==> src/hdl/sl_pkg.sv <==
// ----------------------------------------------------------------------------
// sl_pkg
// shared types and constants of the sorted list core
// ----------------------------------------------------------------------------
`default_nettype none

package sl_pkg;

   localparam int unsigned SL_CAPACITY  = 16;
   localparam int unsigned VALUE_WIDTH  = 32;
   localparam int unsigned FIELD_WIDTH  = 5;

   typedef enum logic [1:0] {
      OP_INSERT = 2'd0,
      OP_REMOVE = 2'd1,
      OP_FIND   = 2'd2
   } sl_op_type;

   typedef enum logic [2:0] {
      ST_IDLE = 3'b001,
      ST_CMP  = 3'b010,
      ST_UPD  = 3'b100
   } sl_state_type;

   // command broadcast from the controller to every cell
   typedef struct packed {
      logic compare;
      logic insert;
      logic remove;
   } sl_cmd_type;

endpackage

`default_nettype wire

==> src/hdl/sl_cell.sv <==
// ----------------------------------------------------------------------------
// sl_cell
// one slot of the sorted row: holds an entry, compares it against the
// broadcast value and shifts with its neighbors
// ----------------------------------------------------------------------------
`default_nettype none

module sl_cell import sl_pkg::*; #(
   parameter int unsigned CAPACITY = SL_CAPACITY,
   parameter int unsigned INDEX    = 0,
   localparam int unsigned CW      = $clog2(CAPACITY + 1)
) (
   input  wire logic                          clock,
   input  wire sl_cmd_type                    cmd,
   input  wire logic signed [VALUE_WIDTH-1:0] value,
   input  wire logic [CW-1:0]                 count,
   input  wire logic signed [VALUE_WIDTH-1:0] left_entry,
   input  wire logic                          left_gt,
   input  wire logic signed [VALUE_WIDTH-1:0] right_entry,
   output logic signed [VALUE_WIDTH-1:0]      entry,
   output logic                               gt,
   output logic                               eq
);

   logic signed [VALUE_WIDTH-1:0] entry_ff, entry_in;
   logic                          gt_ff, ge_ff, eq_ff;
   logic                          valid;

   assign valid = count > CW'(INDEX);

   // free slots count as greater so an insert lands at the tail
   always_ff @(posedge clock) begin
      if (cmd.compare) begin
         gt_ff <= !valid || (entry_ff > value);
         ge_ff <= valid && (entry_ff >= value);
         eq_ff <= valid && (entry_ff == value);
      end
   end

   always_comb begin
      entry_in = entry_ff;
      if (cmd.insert) begin
         if (left_gt) begin
            entry_in = left_entry;
         end else if (gt_ff) begin
            entry_in = value;
         end
      end else if (cmd.remove) begin
         if (ge_ff) begin
            entry_in = right_entry;
         end
      end
   end

   always_ff @(posedge clock) begin
      entry_ff <= entry_in;
   end

   assign entry = entry_ff;
   assign gt    = gt_ff;
   assign eq    = eq_ff;

endmodule

`default_nettype wire

==> src/hdl/sl_ctrl.sv <==
// ----------------------------------------------------------------------------
// sl_ctrl
// sequencer: captures an item, runs compare then update over the cell row,
// and holds the result register
// ----------------------------------------------------------------------------
`default_nettype none

module sl_ctrl import sl_pkg::*; #(
   parameter int unsigned CAPACITY = SL_CAPACITY,
   localparam int unsigned CW      = $clog2(CAPACITY + 1),
   localparam int unsigned IW      = (CAPACITY > 1) ? $clog2(CAPACITY) : 1
) (
   input  wire logic                          clock,
   input  wire logic                          reset,
   input  wire logic                          req_valid,
   output logic                               req_ready,
   input  wire logic [1:0]                    req_opcode,
   input  wire logic signed [VALUE_WIDTH-1:0] req_value,
   output logic                               rsp_valid,
   input  wire logic                          rsp_ready,
   output logic                               rsp_success,
   output logic signed [FIELD_WIDTH-1:0]      rsp_position,
   output logic [FIELD_WIDTH-1:0]             rsp_count,
   output sl_cmd_type                         cmd,
   output logic signed [VALUE_WIDTH-1:0]      value,
   output logic [CW-1:0]                      count,
   input  wire logic [CAPACITY-1:0]           eq_vec
);

   sl_state_type                  state_ff, state_in;
   logic [1:0]                    op_ff;
   logic signed [VALUE_WIDTH-1:0] value_ff;
   logic [CW-1:0]                 count_ff, count_in;
   logic                          rsp_valid_ff, rsp_valid_in;
   logic                          rsp_success_ff, rsp_success_in;
   logic [FIELD_WIDTH-1:0]        rsp_position_ff, rsp_position_in;
   logic [FIELD_WIDTH-1:0]        rsp_count_ff;
   logic [CAPACITY-1:0]           first_eq;
   logic [IW-1:0]                 pos_idx;
   logic                          hit, full, slot_free, commit;

   assign req_ready = (state_ff == ST_IDLE);
   assign slot_free = !rsp_valid_ff || rsp_ready;
   assign commit    = (state_ff == ST_UPD) && slot_free;
   assign hit       = |eq_vec;
   assign full      = (count_ff == CW'(CAPACITY));

   // equal entries sit together, so the first one has no equal left neighbor
   assign first_eq = eq_vec & ~(eq_vec << 1);

   always_comb begin
      pos_idx = '0;
      for (int i = 0; i < CAPACITY; i++) begin
         if (first_eq[i]) begin
            pos_idx = pos_idx | IW'(i);
         end
      end
   end

   assign cmd.compare = (state_ff == ST_CMP);
   assign cmd.insert  = commit && (op_ff == OP_INSERT) && !full;
   assign cmd.remove  = commit && (op_ff == OP_REMOVE) && hit;

   always_comb begin
      state_in = state_ff;
      case (state_ff)
         ST_IDLE: begin
            if (req_valid) begin
               state_in = ST_CMP;
            end
         end
         ST_CMP: begin
            state_in = ST_UPD;
         end
         ST_UPD: begin
            if (slot_free) begin
               state_in = ST_IDLE;
            end
         end
         default: begin
            state_in = ST_IDLE;
         end
      endcase
   end

   always_comb begin
      count_in = count_ff;
      if (cmd.insert) begin
         count_in = count_ff + 1'b1;
      end else if (cmd.remove) begin
         count_in = count_ff - 1'b1;
      end
   end

   always_comb begin
      rsp_success_in  = cmd.insert || cmd.remove || ((op_ff == OP_FIND) && hit);
      rsp_position_in = '1;
      if ((op_ff == OP_FIND) && hit) begin
         rsp_position_in = FIELD_WIDTH'(pos_idx);
      end
      rsp_valid_in = rsp_valid_ff;
      if (commit) begin
         rsp_valid_in = 1'b1;
      end else if (rsp_ready) begin
         rsp_valid_in = 1'b0;
      end
   end

   always_ff @(posedge clock) begin
      if (reset) begin
         state_ff     <= ST_IDLE;
         count_ff     <= '0;
         rsp_valid_ff <= 1'b0;
      end else begin
         state_ff     <= state_in;
         count_ff     <= count_in;
         rsp_valid_ff <= rsp_valid_in;
      end
   end

   always_ff @(posedge clock) begin
      if (req_valid && req_ready) begin
         op_ff    <= req_opcode;
         value_ff <= req_value;
      end
      if (commit) begin
         rsp_success_ff  <= rsp_success_in;
         rsp_position_ff <= rsp_position_in;
         rsp_count_ff    <= FIELD_WIDTH'(count_in);
      end
   end

   assign value        = value_ff;
   assign count        = count_ff;
   assign rsp_valid    = rsp_valid_ff;
   assign rsp_success  = rsp_success_ff;
   assign rsp_position = rsp_position_ff;
   assign rsp_count    = rsp_count_ff;

endmodule

`default_nettype wire

==> src/hdl/sorted_list_insert_remove_find_core.sv <==
// an accepted item runs a compare pass over the cell row, then an update pass into the result register
// a new item is accepted only once the update pass of the previous item has completed
// a waiting result does not block the next accept; the update stalls until the result is taken
// reset (synchronous, active high) empties the list and drops any pending result
// entry contents are not cleared by reset; only slots below the count are ever used
// ----------------------------------------------------------------------------
// sorted_list_insert_remove_find_core
// bounded ascending list of signed values built as a row of shifting cells
// ----------------------------------------------------------------------------
`default_nettype none

module sorted_list_insert_remove_find_core import sl_pkg::*; #(
   parameter int unsigned CAPACITY = SL_CAPACITY
) (
   input  wire logic                          clock,
   input  wire logic                          reset,
   input  wire logic                          req_valid,
   output logic                               req_ready,
   input  wire logic [1:0]                    req_opcode,
   input  wire logic signed [VALUE_WIDTH-1:0] req_value,
   output logic                               rsp_valid,
   input  wire logic                          rsp_ready,
   output logic                               rsp_success,
   output logic signed [FIELD_WIDTH-1:0]      rsp_position,
   output logic [FIELD_WIDTH-1:0]             rsp_count
);

   localparam int unsigned CW = $clog2(CAPACITY + 1);

   sl_cmd_type                    cmd;
   logic signed [VALUE_WIDTH-1:0] value;
   logic [CW-1:0]                 count;
   logic signed [VALUE_WIDTH-1:0] entry_vec [CAPACITY];
   logic [CAPACITY-1:0]           gt_vec;
   logic [CAPACITY-1:0]           eq_vec;

   sl_ctrl #(
      .CAPACITY (CAPACITY)
   ) u_ctrl (
      .clock        (clock),
      .reset        (reset),
      .req_valid    (req_valid),
      .req_ready    (req_ready),
      .req_opcode   (req_opcode),
      .req_value    (req_value),
      .rsp_valid    (rsp_valid),
      .rsp_ready    (rsp_ready),
      .rsp_success  (rsp_success),
      .rsp_position (rsp_position),
      .rsp_count    (rsp_count),
      .cmd          (cmd),
      .value        (value),
      .count        (count),
      .eq_vec       (eq_vec)
   );

   for (genvar i = 0; i < CAPACITY; i++) begin : g_cell
      logic signed [VALUE_WIDTH-1:0] left_entry;
      logic                          left_gt;
      logic signed [VALUE_WIDTH-1:0] right_entry;

      // row ends: nothing to the left, last slot keeps itself on removal
      if (i == 0) begin : g_first
         assign left_entry = '0;
         assign left_gt    = 1'b0;
      end else begin : g_mid
         assign left_entry = entry_vec[i-1];
         assign left_gt    = gt_vec[i-1];
      end
      if (i == CAPACITY - 1) begin : g_last
         assign right_entry = entry_vec[i];
      end else begin : g_inner
         assign right_entry = entry_vec[i+1];
      end

      sl_cell #(
         .CAPACITY (CAPACITY),
         .INDEX    (i)
      ) u_cell (
         .clock       (clock),
         .cmd         (cmd),
         .value       (value),
         .count       (count),
         .left_entry  (left_entry),
         .left_gt     (left_gt),
         .right_entry (right_entry),
         .entry       (entry_vec[i]),
         .gt          (gt_vec[i]),
         .eq          (eq_vec[i])
      );
   end

endmodule

`default_nettype wire

==> config.mk <==
export PLATFORM = sky130hd
export DESIGN_NAME = sorted_list_insert_remove_find_core
export DESIGN_NICKNAME = d
export VERILOG_FILES = /design/src/hdl/sl_pkg.sv /design/src/hdl/sl_cell.sv /design/src/hdl/sl_ctrl.sv /design/src/hdl/sorted_list_insert_remove_find_core.sv
export SDC_FILE = /design/constraint.sdc
export NUM_CORES = 2
export LEC_CHECK = 0
export BUFFER_PORTS_ARGS = -buffer_cell sky130_fd_sc_hd__buf_2
export CAP_MARGIN = 10
export CORE_MARGIN = 2
export CORE_UTILIZATION = 40
export CTS_CLUSTER_DIAMETER = 80
export DETAILED_ROUTE_END_ITERATION = 10
export SYNTH_ARGS = -nofsm -noshare
export SYNTH_HDL_FRONTEND = slang
export SYNTH_SLANG_ARGS = --single-unit
==> constraint.sdc <==
create_clock -name clock -period 7.8 [get_ports clock]
set_input_delay 1.17 -clock clock [delete_from_list [all_inputs] [get_ports clock]]
set_output_delay 1.17 -clock clock [all_outputs]
set_load 0.01 [all_outputs]
==> impl_metrics.ini <==
[outcome]
status = complete, no violations

[sta]
fin_ws_ns = 3.59
tightest_slew_ns = 1.26
fin_skew_ns = 0.0269
setup_viol = 0
rsz0062_at_grt = false
report.final.slew_viol_count = 0
fmax_mhz = 238
hold_violations = 0
period_share_pct = 53.9
fin_tns_setup_ns = 0
post-route-min-period_ns = 4.21
max-slew-margin-rel_pct = 15.2
holdWs_ns = 0.568

[placement]
numPortBuffers = 50
dp_cells = 5185
dpl.hpwl_um = 83300
place.gp.congestion = 0.841
pre_cts_slack_ns = 3.65

[route]
routedWlPerCell_um = 21.1
vias = 30700
firstDrtPassIters = 5
wirelength_um = 112000
ant_nets = 0
drc = 0
viasPerCell = 5.78
drtIter0Drc = 2468

[logic_synthesis]
yosys_warnings = 0
synthesis.area_sq_mm = 0.0411
yosys_most_used_dff = edfxtp_1
synthCells = 3915
synthTopCellsByArea = edfxtp_1 (44%), ha_1 (16%), mux2i_1 (11%), o21ai_0 (6.4%), nand2_1 (6.3%)
synth.most_common_cell = nand2_1
seq_area_frac_synth_pct = 44.6
avgSynthCellArea_sq_um = 10.5
synth-edff-count = 604
yosysTopAreaCell = edfxtp_1
synth_common_cells = nand2_1 (689), edfxtp_1 (604), o21ai_0 (524)
syn_nets = 4470
synth-seq-cells = 613
async_reset_ff_share_pct = 0
synth_top_area_share_pct = 44.2
synth.distinct_cells = 67

[critical_path]
start_kind = register
crit_chain = inv_1, ha_1, nand4_1, nor4_1, nand4_1, nor4b_1, a221oi_1
crit_type = reg2reg
critPathSlowestCell = nor4_1
r2r-start = u_ctrl.value[31]
cp_max_fo = 18
crit_start = u_ctrl.value[31]
crit_path_frequent_cell = nand4_1
arrival_ns = 4.54
crit_buf_inv = 1
required_ns = 8.13
crit_family = simple AND/OR/NAND/NOR gates
max_stage_delay_ns = 0.79
endpoint_kind = register

[final_layout]
fill_cells = 9755
areaGrowthSynthToFinish_pct = 8.68
final_nets = 4443
antenna_cells = 0
final_cells = 5307
drive_gt1_share_pct = 5.59

[clocking]
cts_buffers = 69
clockBufferDepth = 3
clock_sinks = 613
clock-root-buffer = clkbuf_16
path_clk_slew_ns = 0.06
clk_latency_ns = 0.63
tritoncts = done
cts_hold_buf = 0
ctsResizeCount = 0
h-tree-depth = 3
cts_setup_buffers = 0

[power_and_ir_drop]
ir_drop_uv = 124
p_leak_nw = 19.0
p_per_area_mw_per_mm2 = 171
total_power_mw = 7.64

[global_routing]
grt_max_degree = 255
grt_antenna_before_repair = 1
overflow = 0
grt_pass1_wl_um = 174000
grt_pass1_vias = 30000
grt.total_usage_pct = 20.8

[die]
rows = 117
fp.coreArea_sq_mm = 0.102
start_util_pct = 40.4
die_x_um = 324
ios = 51
die_y_um = 324
die_area_sq_mm = 0.105

[worst_hold_path]
holdCritPathClass = reg2reg
worstHoldStart = g_cell[15].u_cell.entry[24]

[job]
maxCapViolations = 0
[registers in the layout, summed over array words and instances, names as in the netlist]
register	count
u_ctrl.count	5
g_cell.u_cell.gt	16
u_ctrl.rsp_count	5
u_ctrl.op_ff	2
g_cell.u_cell.eq	16
u_ctrl.rsp_valid	1
u_ctrl.rsp_position	5
u_ctrl.value	32
g_cell.u_cell.ge_ff	15
u_ctrl.state_ff	3
g_cell.u_cell.entry	512
u_ctrl.rsp_success	1
[per-stage QoR]
step	utilization [%]	cell area, sq um
final	43.9	44600
after detailed placement	41.6	42300
after global routing	43.9	44600
after CTS	43.9	44600
after global placement	41.6	42300
after floorplan	-	41100
[layer usage]
layer | global-route usage, % | up-vias | share of wire (%)
met1 | 30.2 | 15100 | 47
met2 | 33.1 | 752 | 46
met4 | 4.79 | 2 | 1.9
li1 | - | 14700 | -
met3 | 2.49 | 139 | 5.1
met5 | 0 | - | 0.016
[power breakdown]
group | internal [mW] | total (mW) | switching [mW]
combinational | 0.213 | 0.588 | 0.375
sequential | 3.59 | 3.63 | 0.0385
clock | 2.02 | 3.42 | 1.40
[worst reg2reg max path, stage by stage, from the launching register on]
cell and delay, ns:
edfxtp_1 0.70, inv_1 0.51, ha_1 0.57, nand4_1 0.17, nor4_1 0.79, nand4_1 0.30, nor4b_1 0.78, a221oi_1 0.10
[area by class of cell]
type,instances,area [sq um],area share [%]
clock buffers,93,1920,4.31
clock inverters,29,357,0.799
inverters,72,270,0.606
multi-input cells,3019,21300,47.7
flip-flops and latches,613,18300,41.0
well taps,1368,1710,3.84
repair buffers,113,748,1.68
[kinds of logic (layout without fill, tap and decap cells)]
group	after synthesis	after routing	synth area share (%)
adders and majority gates	517	517	15.8
and+or+nand+nor	1067	1067	11.6
buffers and inverters	283	307	3.59
xor gates and xnor gates	4	4	0.104
AOI/OAI and AO/OA	982	982	13.4
DFF	613	613	44.6
muxes	449	449	10.9
[layout by cell type, fill, tap and decap left out, types with 5 or more instances in the layout]
master	Yosys	final
clkinv_2	0	6
ha_1	517	517
bufinv_16	0	9
nor3b_1	7	7
a31oi_1	12	12
and3_1	7	7
a22o_1	6	5
o21ai_0	524	524
nor2_1	73	72
nand4_1	89	89
and4_1	10	10
a22oi_1	14	14
nor3_1	20	20
a221o_1	22	22
clkinv_1	1	14
o211ai_1	22	22
edfxtp_1	604	604
inv_1	71	70
buf_2	6	50
a21oi_1	212	212
nand2b_1	14	14
nand3_1	62	62
a211oi_1	22	22
mux2i_1	448	448
a21o_1	48	48
dfxtp_1	9	9
nand2_1	689	689
clkbuf_1	149	18
buf_4	0	61
nor4_1	35	35
clkbuf_16	0	73
and2_0	15	15
o21ai_1	52	52
a221oi_1	18	18
nor2b_1	19	18
[path summary, 6_finish.rpt]
check                                                   end  slack (ns)  cells after the start
worst max-delay path                    g_cell[4].u_cell.gt        3.59                      7
worst min register to register  g_cell[14].u_cell.entry[24]        0.57                      2
worst max register to register          g_cell[4].u_cell.gt        3.59                      7
worst min-delay path            g_cell[14].u_cell.entry[24]        0.57                      2
Power figures use the tool's default switching activity.
